### src/rtl/core/wrol_pkg.sv
// shared types and constants for the write ring offset lookup core
`timescale 1ns / 1ps
`default_nettype none

package wrol_pkg;

   // default sizing
   localparam int DEF_SLOTS       = 16;
   localparam int DEF_LENGTH_BITS = 20;

   // fixed field widths
   localparam int IN_LEN_W   = 20;
   localparam int HANDLE_W   = 32;
   localparam int OFFSET_W   = 24;
   localparam int SLOT_IDX_W = 4;
   localparam int OUT_LEN_W  = 20;

   // bus widths
   localparam int REQ_DATA_W = 80;
   localparam int RSP_DATA_W = 112;

   // operation codes
   localparam logic FUNC_ADD    = 1'b0;
   localparam logic FUNC_LOOKUP = 1'b1;

   typedef struct packed {
      logic                  found;
      logic [SLOT_IDX_W-1:0] slot_index;
      logic [HANDLE_W-1:0]   record_handle;
      logic [OUT_LEN_W-1:0]  byte_in_record;
      logic                  evicted;
      logic [OUT_LEN_W-1:0]  evicted_length;
      logic [HANDLE_W-1:0]   evicted_handle;
   } result_type;

   typedef struct packed {
      logic rd_en;
      logic wr_en;
   } ram_ctl_type;

endpackage

`default_nettype wire

### src/rtl/core/wrol_ram.sv
// generic single-port ram with registered read
`timescale 1ns / 1ps
`default_nettype none

module wrol_ram #(
   parameter int WIDTH = 52,
   parameter int DEPTH = 16
) (
   input  wire logic                     clock,
   input  wire logic                     rd_en,
   input  wire logic                     wr_en,
   input  wire logic [$clog2(DEPTH)-1:0] addr,
   input  wire logic [WIDTH-1:0]         wr_data,
   output      logic [WIDTH-1:0]         rd_data
);

   logic [WIDTH-1:0] mem_ff [DEPTH];
   logic [WIDTH-1:0] rd_data_ff;

   always_ff @(posedge clock) begin
      if (wr_en) begin
         mem_ff[addr] <= wr_data;
      end
      if (rd_en) begin
         rd_data_ff <= mem_ff[addr];
      end
   end

   assign rd_data = rd_data_ff;

endmodule

`default_nettype wire

### src/rtl/core/wrol_ctrl.sv
// ring pointers, add sequencing and oldest-first lookup walk over the record ram
`timescale 1ns / 1ps
`default_nettype none

module wrol_ctrl #(
   parameter int SLOTS       = wrol_pkg::DEF_SLOTS,
   parameter int LENGTH_BITS = wrol_pkg::DEF_LENGTH_BITS
) (
   input  wire logic                                       clock,
   input  wire logic                                       reset,
   input  wire logic                                       req_valid,
   input  wire logic                                       req_func,
   input  wire logic [wrol_pkg::IN_LEN_W-1:0]              req_length,
   input  wire logic [wrol_pkg::HANDLE_W-1:0]              req_handle,
   input  wire logic [wrol_pkg::OFFSET_W-1:0]              req_offset,
   output      logic                                       req_ready,
   input  wire logic                                       out_free,
   output      logic                                       emit,
   output      wrol_pkg::result_type                       result,
   output      wrol_pkg::ram_ctl_type                      ram_ctl,
   output      logic [$clog2(SLOTS)-1:0]                   ram_addr,
   output      logic [LENGTH_BITS+wrol_pkg::HANDLE_W-1:0]  ram_wdata,
   input  wire logic [LENGTH_BITS+wrol_pkg::HANDLE_W-1:0]  ram_rdata
);

   import wrol_pkg::*;

   localparam int SLOT_W = $clog2(SLOTS);
   localparam int CNT_W  = $clog2(SLOTS + 1);
   localparam int CMP_W  = (LENGTH_BITS > OFFSET_W) ? LENGTH_BITS : OFFSET_W;
   localparam logic [SLOT_W-1:0] LAST_SLOT = SLOT_W'(SLOTS - 1);

   typedef enum logic [1:0] {
      ST_IDLE,
      ST_ADD,
      ST_LOOK,
      ST_EMIT
   } state_type;

   function automatic logic [SLOT_W-1:0] next_slot(input logic [SLOT_W-1:0] s);
      next_slot = (s == LAST_SLOT) ? '0 : s + 1'b1;
   endfunction

   state_type              state_ff, state_in;
   logic [SLOT_W-1:0]      wr_slot_ff, wr_slot_in;
   logic [SLOT_W-1:0]      rd_slot_ff, rd_slot_in;
   logic                   full_ff, full_in;
   logic [SLOT_W-1:0]      idx_ff, idx_in;
   logic [CNT_W-1:0]       rem_ff, rem_in;
   logic [OFFSET_W-1:0]    offs_ff, offs_in;
   logic [IN_LEN_W-1:0]    len_ff, len_in;
   logic [HANDLE_W-1:0]    handle_ff, handle_in;
   result_type             res_ff, res_in;

   logic [LENGTH_BITS-1:0] rd_len;
   logic [HANDLE_W-1:0]    rd_handle;
   logic [CNT_W-1:0]       count;
   logic [SLOT_W-1:0]      idx_next;
   logic                   hit;
   logic [CMP_W-1:0]       diff;

   assign rd_len    = ram_rdata[LENGTH_BITS-1:0];
   assign rd_handle = ram_rdata[LENGTH_BITS +: HANDLE_W];
   assign idx_next  = next_slot(idx_ff);
   assign hit       = CMP_W'(offs_ff) < CMP_W'(rd_len);
   assign diff      = CMP_W'(offs_ff) - CMP_W'(rd_len);

   // stored records between read and write slot
   always_comb begin
      if (full_ff) begin
         count = CNT_W'(SLOTS);
      end else if (wr_slot_ff >= rd_slot_ff) begin
         count = CNT_W'(wr_slot_ff) - CNT_W'(rd_slot_ff);
      end else begin
         count = CNT_W'(SLOTS) - CNT_W'(rd_slot_ff) + CNT_W'(wr_slot_ff);
      end
   end

   always_comb begin
      state_in   = state_ff;
      wr_slot_in = wr_slot_ff;
      rd_slot_in = rd_slot_ff;
      full_in    = full_ff;
      idx_in     = idx_ff;
      rem_in     = rem_ff;
      offs_in    = offs_ff;
      len_in     = len_ff;
      handle_in  = handle_ff;
      res_in     = res_ff;
      ram_ctl    = '0;
      ram_addr   = idx_next;
      ram_wdata  = {handle_ff, LENGTH_BITS'(len_ff)};

      case (state_ff)
         ST_IDLE: begin
            if (req_valid) begin
               if (req_func == FUNC_ADD) begin
                  // fetch the record about to be overwritten
                  ram_ctl.rd_en = 1'b1;
                  ram_addr      = wr_slot_ff;
                  len_in        = req_length;
                  handle_in     = req_handle;
                  state_in      = ST_ADD;
               end else begin
                  ram_ctl.rd_en = 1'b1;
                  ram_addr      = rd_slot_ff;
                  idx_in        = rd_slot_ff;
                  rem_in        = count;
                  offs_in       = req_offset;
                  if (count == '0) begin
                     res_in   = '0;
                     state_in = ST_EMIT;
                  end else begin
                     state_in = ST_LOOK;
                  end
               end
            end
         end
         ST_ADD: begin
            ram_ctl.wr_en         = 1'b1;
            ram_addr              = wr_slot_ff;
            res_in.found          = 1'b1;
            res_in.slot_index     = SLOT_IDX_W'(wr_slot_ff);
            res_in.record_handle  = handle_ff;
            res_in.byte_in_record = '0;
            res_in.evicted        = full_ff;
            res_in.evicted_length = full_ff ? OUT_LEN_W'(rd_len) : '0;
            res_in.evicted_handle = full_ff ? rd_handle : '0;
            wr_slot_in            = next_slot(wr_slot_ff);
            rd_slot_in            = full_ff ? next_slot(rd_slot_ff) : rd_slot_ff;
            full_in               = (wr_slot_in == rd_slot_in);
            state_in              = ST_EMIT;
         end
         ST_LOOK: begin
            if (hit) begin
               res_in.found          = 1'b1;
               res_in.slot_index     = SLOT_IDX_W'(idx_ff);
               res_in.record_handle  = rd_handle;
               res_in.byte_in_record = OUT_LEN_W'(offs_ff);
               res_in.evicted        = 1'b0;
               res_in.evicted_length = '0;
               res_in.evicted_handle = '0;
               state_in              = ST_EMIT;
            end else begin
               offs_in = diff[OFFSET_W-1:0];
               if (rem_ff == CNT_W'(1)) begin
                  // walked past the newest record
                  res_in   = '0;
                  state_in = ST_EMIT;
               end else begin
                  rem_in        = rem_ff - 1'b1;
                  idx_in        = idx_next;
                  ram_ctl.rd_en = 1'b1;
                  ram_addr      = idx_next;
               end
            end
         end
         ST_EMIT: begin
            if (out_free) begin
               state_in = ST_IDLE;
            end
         end
         default: begin
            state_in = ST_IDLE;
         end
      endcase
   end

   always_ff @(posedge clock) begin
      if (reset) begin
         state_ff   <= ST_IDLE;
         wr_slot_ff <= '0;
         rd_slot_ff <= '0;
         full_ff    <= 1'b0;
      end else begin
         state_ff   <= state_in;
         wr_slot_ff <= wr_slot_in;
         rd_slot_ff <= rd_slot_in;
         full_ff    <= full_in;
      end
      idx_ff    <= idx_in;
      rem_ff    <= rem_in;
      offs_ff   <= offs_in;
      len_ff    <= len_in;
      handle_ff <= handle_in;
      res_ff    <= res_in;
   end

   assign req_ready = (state_ff == ST_IDLE);
   assign emit      = (state_ff == ST_EMIT) && out_free;
   assign result    = res_ff;

endmodule

`default_nettype wire

### src/rtl/core/write_ring_offset_lookup_core.sv
// top level of the write ring offset lookup core: record ram, controller, output register
`timescale 1ns / 1ps
`default_nettype none

// channel  dir  handshake              payload
// req      in   req_tvalid/req_tready  tuser: func; tdata: length, handle, offset
// rsp      out  rsp_tvalid/rsp_tready  tuser: found; tdata: slot, handles, lengths
//
// an add steps through accepting and reading the slot, writing back, and handing over the word
// a lookup walks 0 to SLOTS records oldest first, one ram read a cycle
// the single-port record ram sets the pace; one word is in work at a time
// reset clears the pointers, full flag, state and output valid only; the ram needs no clearing pass
// a finished word waits in the output register while the next word is taken in

module write_ring_offset_lookup_core #(
   parameter int SLOTS       = wrol_pkg::DEF_SLOTS,
   parameter int LENGTH_BITS = wrol_pkg::DEF_LENGTH_BITS
) (
   input  wire logic                            clock,
   input  wire logic                            reset,
   // request channel
   input  wire logic                            req_tvalid,
   output      logic                            req_tready,
   input  wire logic                            req_tuser,  // func
   // write_length [19:0], write_handle [51:20], char_pos [75:52], zero pad
   input  wire logic [wrol_pkg::REQ_DATA_W-1:0] req_tdata,
   // response channel
   output      logic                            rsp_tvalid,
   input  wire logic                            rsp_tready,
   output      logic                            rsp_tuser,  // found
   // slot_index [3:0], record_handle [35:4], byte_in_record [55:36], evicted [56],
   // evicted_length [76:57], evicted_handle [108:77], zero pad
   output      logic [wrol_pkg::RSP_DATA_W-1:0] rsp_tdata
);

   import wrol_pkg::*;

   localparam int SLOT_W = $clog2(SLOTS);
   localparam int REC_W  = LENGTH_BITS + HANDLE_W;
   localparam int PAD_W  = RSP_DATA_W - SLOT_IDX_W - 2 * HANDLE_W - 2 * OUT_LEN_W - 1;

   // request unpacking
   logic [IN_LEN_W-1:0] req_length;
   logic [HANDLE_W-1:0] req_handle;
   logic [OFFSET_W-1:0] req_offset;

   assign req_length = req_tdata[IN_LEN_W-1:0];
   assign req_handle = req_tdata[IN_LEN_W +: HANDLE_W];
   assign req_offset = req_tdata[IN_LEN_W + HANDLE_W +: OFFSET_W];

   // controller to ram
   ram_ctl_type       ram_ctl;
   logic [SLOT_W-1:0] ram_addr;
   logic [REC_W-1:0]  ram_wdata;
   logic [REC_W-1:0]  ram_rdata;

   // controller to output register
   logic       out_free;
   logic       emit;
   result_type result;

   // output register
   logic       rsp_valid_ff, rsp_valid_in;
   result_type rsp_word_ff;

   // one record per slot: length in the low bits, handle above
   wrol_ram #(
      .WIDTH (REC_W),
      .DEPTH (SLOTS)
   ) u_record_ram (
      .clock   (clock),
      .rd_en   (ram_ctl.rd_en),
      .wr_en   (ram_ctl.wr_en),
      .addr    (ram_addr),
      .wr_data (ram_wdata),
      .rd_data (ram_rdata)
   );

   // reads and writes never overlap: one word at a time, so no forwarding
   wrol_ctrl #(
      .SLOTS       (SLOTS),
      .LENGTH_BITS (LENGTH_BITS)
   ) u_ctrl (
      .clock      (clock),
      .reset      (reset),
      .req_valid  (req_tvalid),
      .req_func   (req_tuser),
      .req_length (req_length),
      .req_handle (req_handle),
      .req_offset (req_offset),
      .req_ready  (req_tready),
      .out_free   (out_free),
      .emit       (emit),
      .result     (result),
      .ram_ctl    (ram_ctl),
      .ram_addr   (ram_addr),
      .ram_wdata  (ram_wdata),
      .ram_rdata  (ram_rdata)
   );

   // output register is free when empty or being drained this cycle
   assign out_free = !rsp_valid_ff || rsp_tready;

   always_comb begin
      rsp_valid_in = rsp_valid_ff;
      if (emit) begin
         rsp_valid_in = 1'b1;
      end else if (rsp_tready) begin
         rsp_valid_in = 1'b0;
      end
   end

   always_ff @(posedge clock) begin
      if (reset) begin
         rsp_valid_ff <= 1'b0;
      end else begin
         rsp_valid_ff <= rsp_valid_in;
      end
      if (emit) begin
         rsp_word_ff <= result;
      end
   end

   // response packing
   assign rsp_tvalid = rsp_valid_ff;
   assign rsp_tuser  = rsp_word_ff.found;
   assign rsp_tdata  = {PAD_W'(0),
                        rsp_word_ff.evicted_handle,
                        rsp_word_ff.evicted_length,
                        rsp_word_ff.evicted,
                        rsp_word_ff.byte_in_record,
                        rsp_word_ff.record_handle,
                        rsp_word_ff.slot_index};

   // a taken word leaves the block busy in the cycle after it is taken
   a_busy_after_accept: assert property (@(posedge clock) disable iff (reset)
      (req_tvalid && req_tready) |=> !req_tready)
      else $error("request taken while previous word still in work");

   // a new result never overwrites a word that is still waiting
   a_no_overwrite: assert property (@(posedge clock) disable iff (reset)
      emit |-> (!rsp_valid_ff || rsp_tready))
      else $error("result loaded over a pending response word");

   // eviction only comes with a completed add
   a_evict_found: assert property (@(posedge clock) disable iff (reset)
      (rsp_valid_ff && rsp_word_ff.evicted) |-> rsp_word_ff.found)
      else $error("eviction reported without a completed add");

   // a miss reports an all-zero word
   a_miss_zero: assert property (@(posedge clock) disable iff (reset)
      (rsp_valid_ff && !rsp_word_ff.found) |->
         (rsp_word_ff.slot_index == '0 && rsp_word_ff.record_handle == '0 &&
          rsp_word_ff.byte_in_record == '0 && rsp_word_ff.evicted_length == '0))
      else $error("lookup miss carries stale fields");

endmodule

`default_nettype wire

### config.mk
export PLATFORM = sky130hd
export DESIGN_NAME = write_ring_offset_lookup_core
export DESIGN_NICKNAME = d
export VERILOG_FILES = /design/src/rtl/core/wrol_pkg.sv /design/src/rtl/core/wrol_ram.sv /design/src/rtl/core/wrol_ctrl.sv /design/src/rtl/core/write_ring_offset_lookup_core.sv
export SDC_FILE = /design/constraint.sdc
export NUM_CORES = 1
export LEC_CHECK = 0
export BUFFER_PORTS_ARGS = -buffer_cell sky130_fd_sc_hd__buf_4
export CAP_MARGIN = 10
export CORE_UTILIZATION = 31
export CTS_CLUSTER_SIZE = 25
export DETAILED_ROUTE_END_ITERATION = 8
export SYNTH_ARGS = -nofsm -noshare
export SYNTH_HDL_FRONTEND = slang
export SYNTH_SLANG_ARGS = --single-unit
### constraint.sdc
create_clock -name clock -period 11.75 [get_ports clock]
set_clock_uncertainty 0.1 [all_clocks]
set_input_delay 0 -clock clock [delete_from_list [all_inputs] [get_ports clock]]
set_output_delay 0 -clock clock [all_outputs]
set_load 0.005 [all_outputs]
Word-level counts from Yosys, hierarchy flattened
Memories as Yosys holds them, arrays and structs flattened. A register that Yosys moved wholly into a read port is not among the register bits.
Index checks and enable logic that the tools add are counted.
- add/sub/neg operators: 8
- magnitude comparators: 2
- equality and inequality tests: 15
- multiplexer cells: 47
- bitwise gates (word level): 1
- reduce and logical (&&, ||, !) cells: 13
- operators by type and width (operator ; count):
    110-bit 2-to-1 mux ; 5
    110-bit one-hot mux with 3 select lines ; 1
    24-bit 2-to-1 mux ; 3
    24-bit one-hot mux with 2 select lines ; 1
    4-bit 2-to-1 mux ; 10
    32-bit 2-to-1 mux ; 1
    5-bit 2-to-1 mux ; 6
    24-bit by 20-bit less-than comparator with 1-bit output ; 1
    24-bit by 20-bit subtractor with 24-bit output ; 1
    20-bit 2-to-1 mux ; 1
    4-bit one-hot mux with 2 select lines ; 2
    4-bit by 1-bit adder with 4-bit output, second input constant ; 3
    4-bit == test, second input constant ; 3
    2-bit 2-to-1 mux ; 5
    5-bit one-hot mux with 2 select lines ; 1
    5-bit AND reduction ; 2
    1-bit 2-to-1 mux ; 9
    2-bit one-hot mux with 4 select lines ; 1
    2-bit by 1-bit != test with 1-bit output, second input constant ; 3
    2-bit != test, second input constant ; 3
    3-bit AND reduction ; 2
    5-bit by 4-bit adder with 5-bit output ; 1
    5-bit by 1-bit == test with 1-bit output, second input constant ; 1
    5-bit logical NOT ; 1
    other kinds (17) ; 19
- register bits after elaboration: 317
- memory bits (writable): 832
- input port bits: 85
- output and inout bits: 115
- logic and storage cells: 111
- memories kept: 1
- memories (name ; depth ; bits a word ; read ports ; clocked after memory_dff ; wr ports ; line ; source):
    u_record_ram.mem_ff ; 16 ; 52 ; 1 ; 1 ; 1 ; wrol_ram.sv:17 ; logic [WIDTH-1:0] mem_ff [DEPTH];

Longest topological paths before layout
Gate-level depths: netlist of run 1.
- depth in word-level cells: 9
- gate-level depth with buffers: 14
- mapped depth without buffers: 9

Hierarchy
A second synthesis of run 1 with hierarchy kept.
- cell total of the unflattened synthesis: 2226
- area total of the unflattened synthesis: 45881.5 um2
- by module, submodules not included (module ; instances ; cells an instance ; area an instance (um2) ; sequential area each (um2)):
    wrol_ram ; 1 ; 1346 ; 32750.2 ; 26545.5
    wrol_ctrl ; 1 ; 762 ; 9755.6 ; 6075.8
    write_ring_offset_lookup_core ; 1 ; 118 ; 3375.7 ; 3323.2

Worst setup path before layout of run 1
No wires, ideal clock.
- kind: flip-flop to flip-flop
- start point: register u_ctrl.offs_ff[7]
- end point: register u_ctrl.res_ff, in the netlist u_ctrl.result[0] (enable)
- setup time: 0.631 ns
- data arrival time: 7.382 ns
- data required time: 11.019 ns
- path slack: 3.637 ns
- stages on the path, launching flop included: 9
- buffers on the path: 1
- clock period less this slack: 8.113 ns
- cell sequence: edfxtp_1 ha_1 clkbuf_1 a21oi_1 nand2_1 o21ai_1 a221oi_2 nor2_1 a2bb2oi_1
- longest elaborated chain between the ends: 3
- ends and longest elaborated chain (item ; line ; source):
    start, declared ; wrol_ctrl.sv:50 ; logic [OFFSET_W-1:0] offs_ff, offs_in;
    start signal, assigned ; wrol_ctrl.sv:183 ; offs_ff <= offs_in;
    24-bit by 20-bit less-than comparator with 1-bit output ; wrol_ctrl.sv:65 ; assign hit = CMP_W'(offs_ff) < CMP_W'(rd_len);
    3-bit by 1-bit != test with 1-bit output (no source line) ; - ;
    5-bit AND reduction (no source line) ; - ;
    end signal, assigned ; wrol_ctrl.sv:186 ; res_ff <= res_in;
    end, declared ; wrol_ctrl.sv:53 ; result_type res_ff, res_in;
Every way passes these cells.
A chain may end at the register's enable or synchronous reset.

Worst setup path in the final report of run 1
- start point: register u_ctrl.state_ff[1]
- end point: register u_record_ram.rd_data_ff[33] (netlist: u_record_ram.rd_data[33]), read port of u_record_ram.mem_ff (data pin)
- longest elaborated chain between the ends: 2
- elaborated cells between the ends (all ways): 5
- those cells by class: 2 x eq/ne; 2 x mux; 1 x reduce/logical
- ends and longest elaborated chain (item ; line ; source):
    start, declared ; wrol_ctrl.sv:44 ; state_type state_ff, state_in;
    start signal, assigned ; wrol_ctrl.sv:176 ; state_ff <= state_in;
    2-bit by 1-bit == test with 1-bit output (tied with other cells) ; wrol_ctrl.sv:94 ; case (state_ff)
    4-bit one-hot mux with 2 select lines or 1-bit one-hot mux with 2 select lines (tied branches) ; wrol_ctrl.sv:94 ;
    end, declared ; wrol_ram.sv:18 ; logic [WIDTH-1:0] rd_data_ff;
Several ways; a longest one is shown, not always the timed one.

==> impl_metrics.sql, run 1 <==
INSERT INTO impl_metrics (metric_group, metric, value, unit) VALUES
('routing', 'drt_first_pass_iters', '5', ''),
('routing', 'vias_per_cell', '4.895', ''),
('die', 'initial_utilization', '31.19', '%'),
('cts', 'cts_htree_levels', '3', ''),
('setup_path', 'max_stage_delay', '0.88', 'ns'),
('logic_synthesis', 'synth_compound_gate_area_share', '5.900', '%'),
('logic_synthesis', 'ys_seq_elements', '1201', ''),
('power_and_ir_drop', 'power.density', '251.0', 'mW/mm²'),
('logic_synthesis', 'synth_area_in_simple_gates', '10.79', '%'),
('power_and_ir_drop', 'vdd_drop_max', '0.2830', 'mV'),
('logic_synthesis', 'post_synth_inst_count', '3127', ''),
('logic_synthesis', 'synth-xor-area-share', '0.4252', '%'),
('cts', 'cts-buffers-inserted', '113', ''),
('layout', 'final.fill_count', '14070', ''),
('power_and_ir_drop', 'pwr-share-clk', '26.0', '%'),
('die', 'floorplan.die_area', '0.1544', 'mm²'),
('global_route', 'grt_busiest_layer', 'met2', ''),
('logic_synthesis', 'yosys.area.top_type_share', '75.36', '%'),
('run', 'max-cap-violations', '0', ''),
('logic_synthesis', 'synth_warnings', '0', ''),
('power_and_ir_drop', 'post-layout-total-power', '14.16', 'mW'),
('setup_path', 'arrival', '5.77', 'ns'),
('die', 'dieHeight', '392.9', 'µm'),
('logic_synthesis', 'synth_flop_cell', 'sky130_fd_sc_hd__edfxtp_1', ''),
('sta', 'grt_setup_unrepaired', 'no', ''),
('setup_path', 'timing.critical_path.to_type', 'flop', ''),
('sta', 'fin_tns_setup', '0', 'ns'),
('placement', 'port_buffers', '192', ''),
('die', 'die_w', '392.9', 'µm'),
('global_route', 'groute.usage.overall', '15.50', '%'),
('cts', 'ctsRootBufferMaster', 'sky130_fd_sc_hd__clkbuf_16', ''),
('die', 'design.portCount', '200', ''),
('power_and_ir_drop', 'power_report.internal_total', '9.218', 'mW'),
('placement', 'placedInstanceArea', '0.05124', 'mm²'),
('logic_synthesis', 'synth_largest_area_cell', 'sky130_fd_sc_hd__edfxtp_1', ''),
('sta', 'report.final.hold_viol_count', '0', ''),
('sta', 'period_share', '45.84', '%'),
('layout', 'nNetsFinal', '3582', ''),
('setup_path', 'critical_path.cell_chain', 'inv_1, ha_2, mux2i_2, a22oi_2, and2_4, buf_12, buf_4, mux2i_1, a32o_1, nor4_1', ''),
('setup_path', 'critical_path.top_delay_family', 'buffers and inverters', ''),
('setup_path', 'cp_max_fo', '155', ''),
('die', 'placementRows', '143', ''),
('setup_path', 'timing.critical_path.buf_inv', '3', ''),
('power_and_ir_drop', 'p_switching', '4.944', 'mW'),
('cts', 'path_clk_slew', '0.07', 'ns'),
('placement', 'place_hpwl', '69.15', 'mm'),
('min_path', 'type_of_the_most_critical_hold_path', 'in -> reg', ''),
('global_route', 'grt_max_degree', '156', ''),
('run_status', 'run_status', 'finished, final reports clean', ''),
('routing', 'wl', '121.9', 'mm'),
('logic_synthesis', 'yosysMostFrequentCell', 'sky130_fd_sc_hd__edfxtp_1', ''),
('cts', 'cts.repair.resized', '0', ''),
('layout', 'utilization', '37.15', '%'),
('global_route', 'use_met1', '21.62', '%'),
('logic_synthesis', 'synth_top_cells_by_area', 'sky130_fd_sc_hd__edfxtp_1 (75%), sky130_fd_sc_hd__nand2_1 (4.7%), sky130_fd_sc_hd__mux2i_1 (2.5%), sky130_fd_sc_hd__nand3_1 (2.3%), sky130_fd_sc_hd__a21oi_1 (1.4%)', ''),
('logic_synthesis', 'post_synthesis_mux_area_share', '3.872', '%'),
('logic_synthesis', 'synth_enable_flop_cells', '1189', ''),
('routing', 'total_number_of_vias', '27370', ''),
('placement', 'gp_routability_congestion', '0.8062', ''),
('routing', 'route.detailed.wl_per_inst', '21.80', 'µm'),
('sta', 'slew_viol_final', '0', ''),
('logic_synthesis', 'yosys.area_share.adder', '0.9561', '%'),
('global_route', 'grt_pass1_vias', '26450', ''),
('power_and_ir_drop', 'total_leakage_power', '19.32', 'nW'),
('logic_synthesis', 'most_common_library_cells_after_synthesis', 'sky130_fd_sc_hd__edfxtp_1 (1,189), sky130_fd_sc_hd__nand2_1 (588), sky130_fd_sc_hd__nand3_1 (219), sky130_fd_sc_hd__a21oi_1 (130), sky130_fd_sc_hd__mux2i_1 (120)', ''),
('die', 'placeableCoreArea', '0.1519', 'mm²'),
('layout', 'area_growth', '19.10', '%'),
('layout', 'final_layout_size_suffix_gt1_share', '15.76', '%'),
('setup_path', 'slowest_stage', 'sky130_fd_sc_hd__buf_4', ''),
('layout', 'finalInstanceArea', '0.05643', 'mm²'),
('cts', 'clk_path_buf_depth', '3', '');
## layer usage
layer	vias to the layer above	share of wire, %
met5	-	0.030
li1	12510	-
met3	154	6.2
met1	13800	44
met4	6	1.9
met2	896	48
## power by group through the flow
stage | clock (mW) | combinational (mW) | sequential, mW
2_1_floorplan | 0 | 3.05 | 5.99
3_3_place_gp | 0 | 4.41 | 6.08
3_5_place_dp | 0 | 4.46 | 6.09
4_1_cts | 3.76 | 4.51 | 6.00
5_1_grt | 3.91 | 4.86 | 6.06
6_report | 3.69 | 4.47 | 6.01
## final timing paths
path                                        start                                 end  slack [ns]  cells past startpoint
hold / removal                      req_tdata[56]         u_ctrl.offs_ff[4]$_DFFE_PP_        0.06                      3
setup / recovery  u_ctrl.state_ff[1]$_SDFFE_PP0P_  u_record_ram.rd_data[33]$_DFFE_PP_        6.36                     10
setup reg to reg  u_ctrl.state_ff[1]$_SDFFE_PP0P_  u_record_ram.rd_data[33]$_DFFE_PP_        6.36                     10
hold reg to reg       u_ctrl.result[89]$_DFFE_PP_             rsp_tdata[20]$_DFFE_PP_        0.32                      0
## worst register-to-register path: stages, from the launching register on
cell and delay [ns]:
sky130_fd_sc_hd__dfxtp_1 0.36, sky130_fd_sc_hd__inv_1 0.10, sky130_fd_sc_hd__ha_2 0.66, sky130_fd_sc_hd__mux2i_2 0.25, sky130_fd_sc_hd__a22oi_2 0.33, sky130_fd_sc_hd__and2_4 0.62
sky130_fd_sc_hd__buf_12 0.60, sky130_fd_sc_hd__buf_4 1.31, sky130_fd_sc_hd__mux2i_1 0.23, sky130_fd_sc_hd__a32o_1 0.24, sky130_fd_sc_hd__nor4_1 0.35
## cells in the final DEF (no fill, tap or decap), drive strengths merged, types with 55 or more instances in the layout
cell         instances
edfxtp            1189
nand2              588
buf                257
nand3              219
dlygate4sd3        143
clkbuf             135
a21oi              130
mux2i              121
and2                58
mux2                55
## timing repair
item | CTS | global route
setup buffers | 0 | 0
hold endpoints to repair | 92 | 0
hold buffers | 143 | 0
## stage by stage
step | std cells | setup WS, ns | hold slack, ns
finish | 5591 | 6.363 | 0.05676
global route | 5589 | 6.163 | 0.04544
CTS | 5589 | 6.440 | 0.0006690
detailed placement | 5234 | 6.461 | 0.08028
global placement | 5234 | 6.530 | 0.07992
floorplan | 3129 | 3.637 | -0.02786
## logic make-up (layout without fill, tap and decap cells)
logic type | Yosys count | in the layout
AO/OA/AOI/OAI | 393 | 393
XOR/XNOR | 23 | 23
adder cells (fa/ha/maj) | 35 | 35
buffers and inverters | 222 | 652
flip-flops | 1201 | 1201
multiplexers | 176 | 176
other | 1 | 5
AND/OR/NAND/NOR | 1076 | 1076
## registers in the layout, summed over array words and instances, names as in the netlist
signal,flops
u_ctrl.wr_slot_ff,4
u_ctrl.offs_ff,24
u_record_ram.mem_ff,832
u_ctrl.rem_ff,5
u_ctrl.len_ff,20
rsp_tdata,109
u_record_ram.rd_data,52
u_ctrl.handle_ff,32
u_ctrl.idx_ff,4
u_ctrl.rd_slot_ff,4
u_ctrl.result,110
rsp_tvalid,1
u_ctrl.full_ff,1
rsp_tuser,1
u_ctrl.state_ff,2
## final cells by class
class | instances | area, µm² | area share [%]
clock buffer | 135 | 2910 | 5.158
inverter | 40 | 150.1 | 0.2661
sequential | 1201 | 35940 | 63.70
tap | 2030 | 2540 | 4.501
multi-input combinational | 1706 | 10640 | 18.85
antenna | 2 | 5.005 | 0.008870
timing repair buffer | 400 | 3398 | 6.023
clock inverter | 77 | 838.3 | 1.486
(Power assumes the default switching activity.)
==> run 2: changes to the inputs <==
Clock period 11.75 ns to 5.5 ns, I/O delays scaled along.
==> run 2 against run 1 <==
Maximum frequency is 23% higher. Critical path type unchanged. Setup slack got worse by 5.2 ns. Register-to-register slack got worse by 5.2 ns. Largest cell class unchanged. Highest routed layer unchanged.
==> impl_metrics.sql, run 2 (same netlist as run 1, synthesis figures left out) <==
INSERT INTO impl_metrics (metric_group, metric, value, unit) VALUES
('min_path', 'type_of_the_most_critical_hold_path', 'in -> reg', ''),
('run_status', 'run_status', 'finished, final reports clean', ''),
('die', 'placeableCoreArea', '0.1519', 'mm²'),
('setup_path', 'ff2ff_path_depth', '8', ''),
('die', 'initial_utilization', '31.19', '%'),
('sta', 'slew_viol_final', '0', ''),
('placement', 'detailedPlace.worstSlack', '1.147', 'ns'),
('placement', 'placedCellCount', '5242', ''),
('layout', 'final_layout_size_suffix_gt1_share', '15.86', '%'),
('cts', 'cts_htree_levels', '3', ''),
('global_route', 'grt_pass1_vias', '26430', ''),
('layout', 'final-instance-count-excl-fill', '5600', ''),
('global_route', 'globalRouteOverflowTotal', '0', ''),
('sta', 'fin_ws', '1.127', 'ns'),
('routing', 'drcViolationCount', '0', ''),
('placement', 'place_hpwl', '70.68', 'mm'),
('setup_path', 'setup.worst_path.start_class', 'flop', ''),
('setup_path', 'timing.setup.critical_path_class', 'reg -> reg', ''),
('layout', 'nNetsFinal', '3593', ''),
('placement', 'gp_routability_congestion', '0.8072', ''),
('setup_path', 'setup.worst_path.start', 'u_ctrl.state_ff[0]$_SDFFE_PP0P_', ''),
('cts', 'cts_tree', 'yes', ''),
('die', 'placementRows', '143', ''),
('layout', 'largest_reg_flops', '832', ''),
('sta', 'tightest_pin_transition', '1.080', 'ns'),
('setup_path', 'timing.rr.start', 'u_ctrl.state_ff[0]$_SDFFE_PP0P_', ''),
('die', 'die_w', '392.9', 'µm'),
('sta', 'slew-limit-headroom', '28.00', '%'),
('routing', 'first_iter_violations', '2421', ''),
('cts', 'path_clk_slew', '0.06', 'ns'),
('sta', 'report.final.hold_viol_count', '0', ''),
('routing', 'drt_first_pass_iters', '5', ''),
('sta', 'setup_viol', '0', ''),
('cts', 'cts-buffers-inserted', '115', ''),
('routing', 'route.detailed.wl_per_inst', '21.32', 'µm'),
('routing', 'vias_per_cell', '4.865', ''),
('die', 'floorplan.die_area', '0.1544', 'mm²'),
('routing', 'ant_nets', '0', ''),
('power_and_ir_drop', 'total_leakage_power', '19.42', 'nW'),
('setup_path', 'arrival', '4.65', 'ns'),
('sta', 'fmaxAchievable', '228.7', 'MHz'),
('die', 'dieHeight', '392.9', 'µm'),
('global_route', 'grt_pass1_wl', '174.0', 'mm'),
('global_route', 'grt_max_degree', '107', ''),
('setup_path', 'timing.critical_path.required', '5.78', 'ns'),
('layout', 'finalInstanceArea', '0.05664', 'mm²'),
('layout', 'top_register', 'u_record_ram.mem_ff', ''),
('power_and_ir_drop', 'vdd_drop_max', '0.3768', 'mV'),
('min_path', 'number_of_instances_on_the_worst_hold_path', '3', ''),
('layout', 'layout.cells.most_common_list', 'sky130_fd_sc_hd__edfxtp_1 (1,189), sky130_fd_sc_hd__nand2_1 (587), sky130_fd_sc_hd__buf_4 (256)', ''),
('sta', 'period_needed', '4.373', 'ns'),
('power_and_ir_drop', 'power.density', '534.5', 'mW/mm²'),
('global_route', 'initial_antenna_violation_count', '11', ''),
('cts', 'clk_path_buf_depth', '3', ''),
('layout', 'layout.cells.most_common', 'sky130_fd_sc_hd__edfxtp_1', ''),
('cts', 'cts.sink_count', '1201', ''),
('placement', 'placedInstanceArea', '0.05142', 'mm²'),
('min_path', 'worst_min_delay_path_startpoint', 'reset', ''),
('setup_path', 'timing.critical_path.to_type', 'flop', ''),
('routing', 'wl', '119.4', 'mm'),
('routing', 'total_number_of_vias', '27240', ''),
('layout', 'area_growth', '19.55', '%'),
('sta', 'period_share', '79.51', '%'),
('cts', 'ctsRootBufferMaster', 'sky130_fd_sc_hd__clkbuf_16', ''),
('run', 'max-cap-violations', '0', ''),
('sta', 'fin_tns_setup', '0', 'ns'),
('placement', 'port_buffers', '192', ''),
('die', 'design.portCount', '200', ''),
('sta', 'grt_setup_unrepaired', 'no', ''),
('power_and_ir_drop', 'post-layout-total-power', '30.28', 'mW'),
('setup_path', 'cp_max_fo', '72', ''),
('global_route', 'groute.usage.overall', '15.19', '%'),
('cts', 'clk-insertion-delay-late', '0.73', 'ns');
run 2: cell count changes in the layout (fill, tap and decap cells not counted), moves of 2 or more:
cell	previous run	this run
sky130_fd_sc_hd__nor3_4	2	9
sky130_fd_sc_hd__buf_4	254	256
sky130_fd_sc_hd__buf_12	3	9
sky130_fd_sc_hd__clkinv_2	22	19
sky130_fd_sc_hd__nor3_2	17	10
sky130_fd_sc_hd__clkbuf_1	22	20
sky130_fd_sc_hd__clkinvlp_4	6	3
sky130_fd_sc_hd__clkbuf_16	113	116
sky130_fd_sc_hd__clkinv_1	23	28
run 2: cell type report:
type	count	area (µm²)
diodes	1	2.502
clock buffers	136	2978
clock inverters	77	802.0
fillers	14110	95270
inverters	40	150.1
multi-input cells	1706	10680
flip-flops and latches	1201	35940
well taps	2030	2540
repair buffers	409	3543
run 2: stage by stage:
step / utilization, % / hold slack (ns)
3_3_place_gp: 33.85 / 0.08027
5_1_grt: 37.28 / 0.03797
2_1_floorplan: - / -0.02786
4_1_cts: 37.28 / 0.0005125
3_5_place_dp: 33.85 / 0.07965
6_report: 37.29 / 0.05507
run 2: repair_timing:
| item | 4_1_cts | 5_1_grt |
|---|---|---|
| gates resized for setup | 0 | 0 |
| hold buffers | 144 | 0 |
| buffers inserted | 0 | 0 |
| hold endpoints to repair | 123 | 0 |
run 2: final timing paths:
check / to / slack (ns)
setup / recovery: u_record_ram.mem_ff[10][30]$_DFFE_PP_ / 1.13
hold / removal: rsp_tvalid$_SDFFE_PP0P_ / 0.06
setup reg to reg: u_record_ram.mem_ff[10][30]$_DFFE_PP_ / 1.13
hold reg to reg: rsp_tdata[15]$_DFFE_PP_ / 0.31
run 2: power breakdown:
part           internal [mW]  switching [mW]
combinational           3.24            6.29
clock                   4.50            3.43
sequential              12.1           0.766
run 2: routing by layer:
| metal | vias up | track usage (%) | part of all wire (%) |
|---|---|---|---|
| li1 | 12550 | - | - |
| met1 | 13650 | 20.65 | 44 |
| met2 | 839 | 24.48 | 47 |
| met3 | 196 | 2.556 | 5.8 |
| met4 | 6 | 5.292 | 2.9 |
| met5 | - | 0 | 0.035 |
run 2: critical path, cell delays in order, from the launching register on:
cell and delay (ns):
sky130_fd_sc_hd__dfxtp_1 0.34, sky130_fd_sc_hd__inv_1 0.10, sky130_fd_sc_hd__ha_2 0.30, sky130_fd_sc_hd__mux2_2 0.40, sky130_fd_sc_hd__o221ai_4 0.18, sky130_fd_sc_hd__buf_4 0.71
sky130_fd_sc_hd__nand2_1 0.60, sky130_fd_sc_hd__nor3_4 0.81, sky130_fd_sc_hd__buf_12 0.39
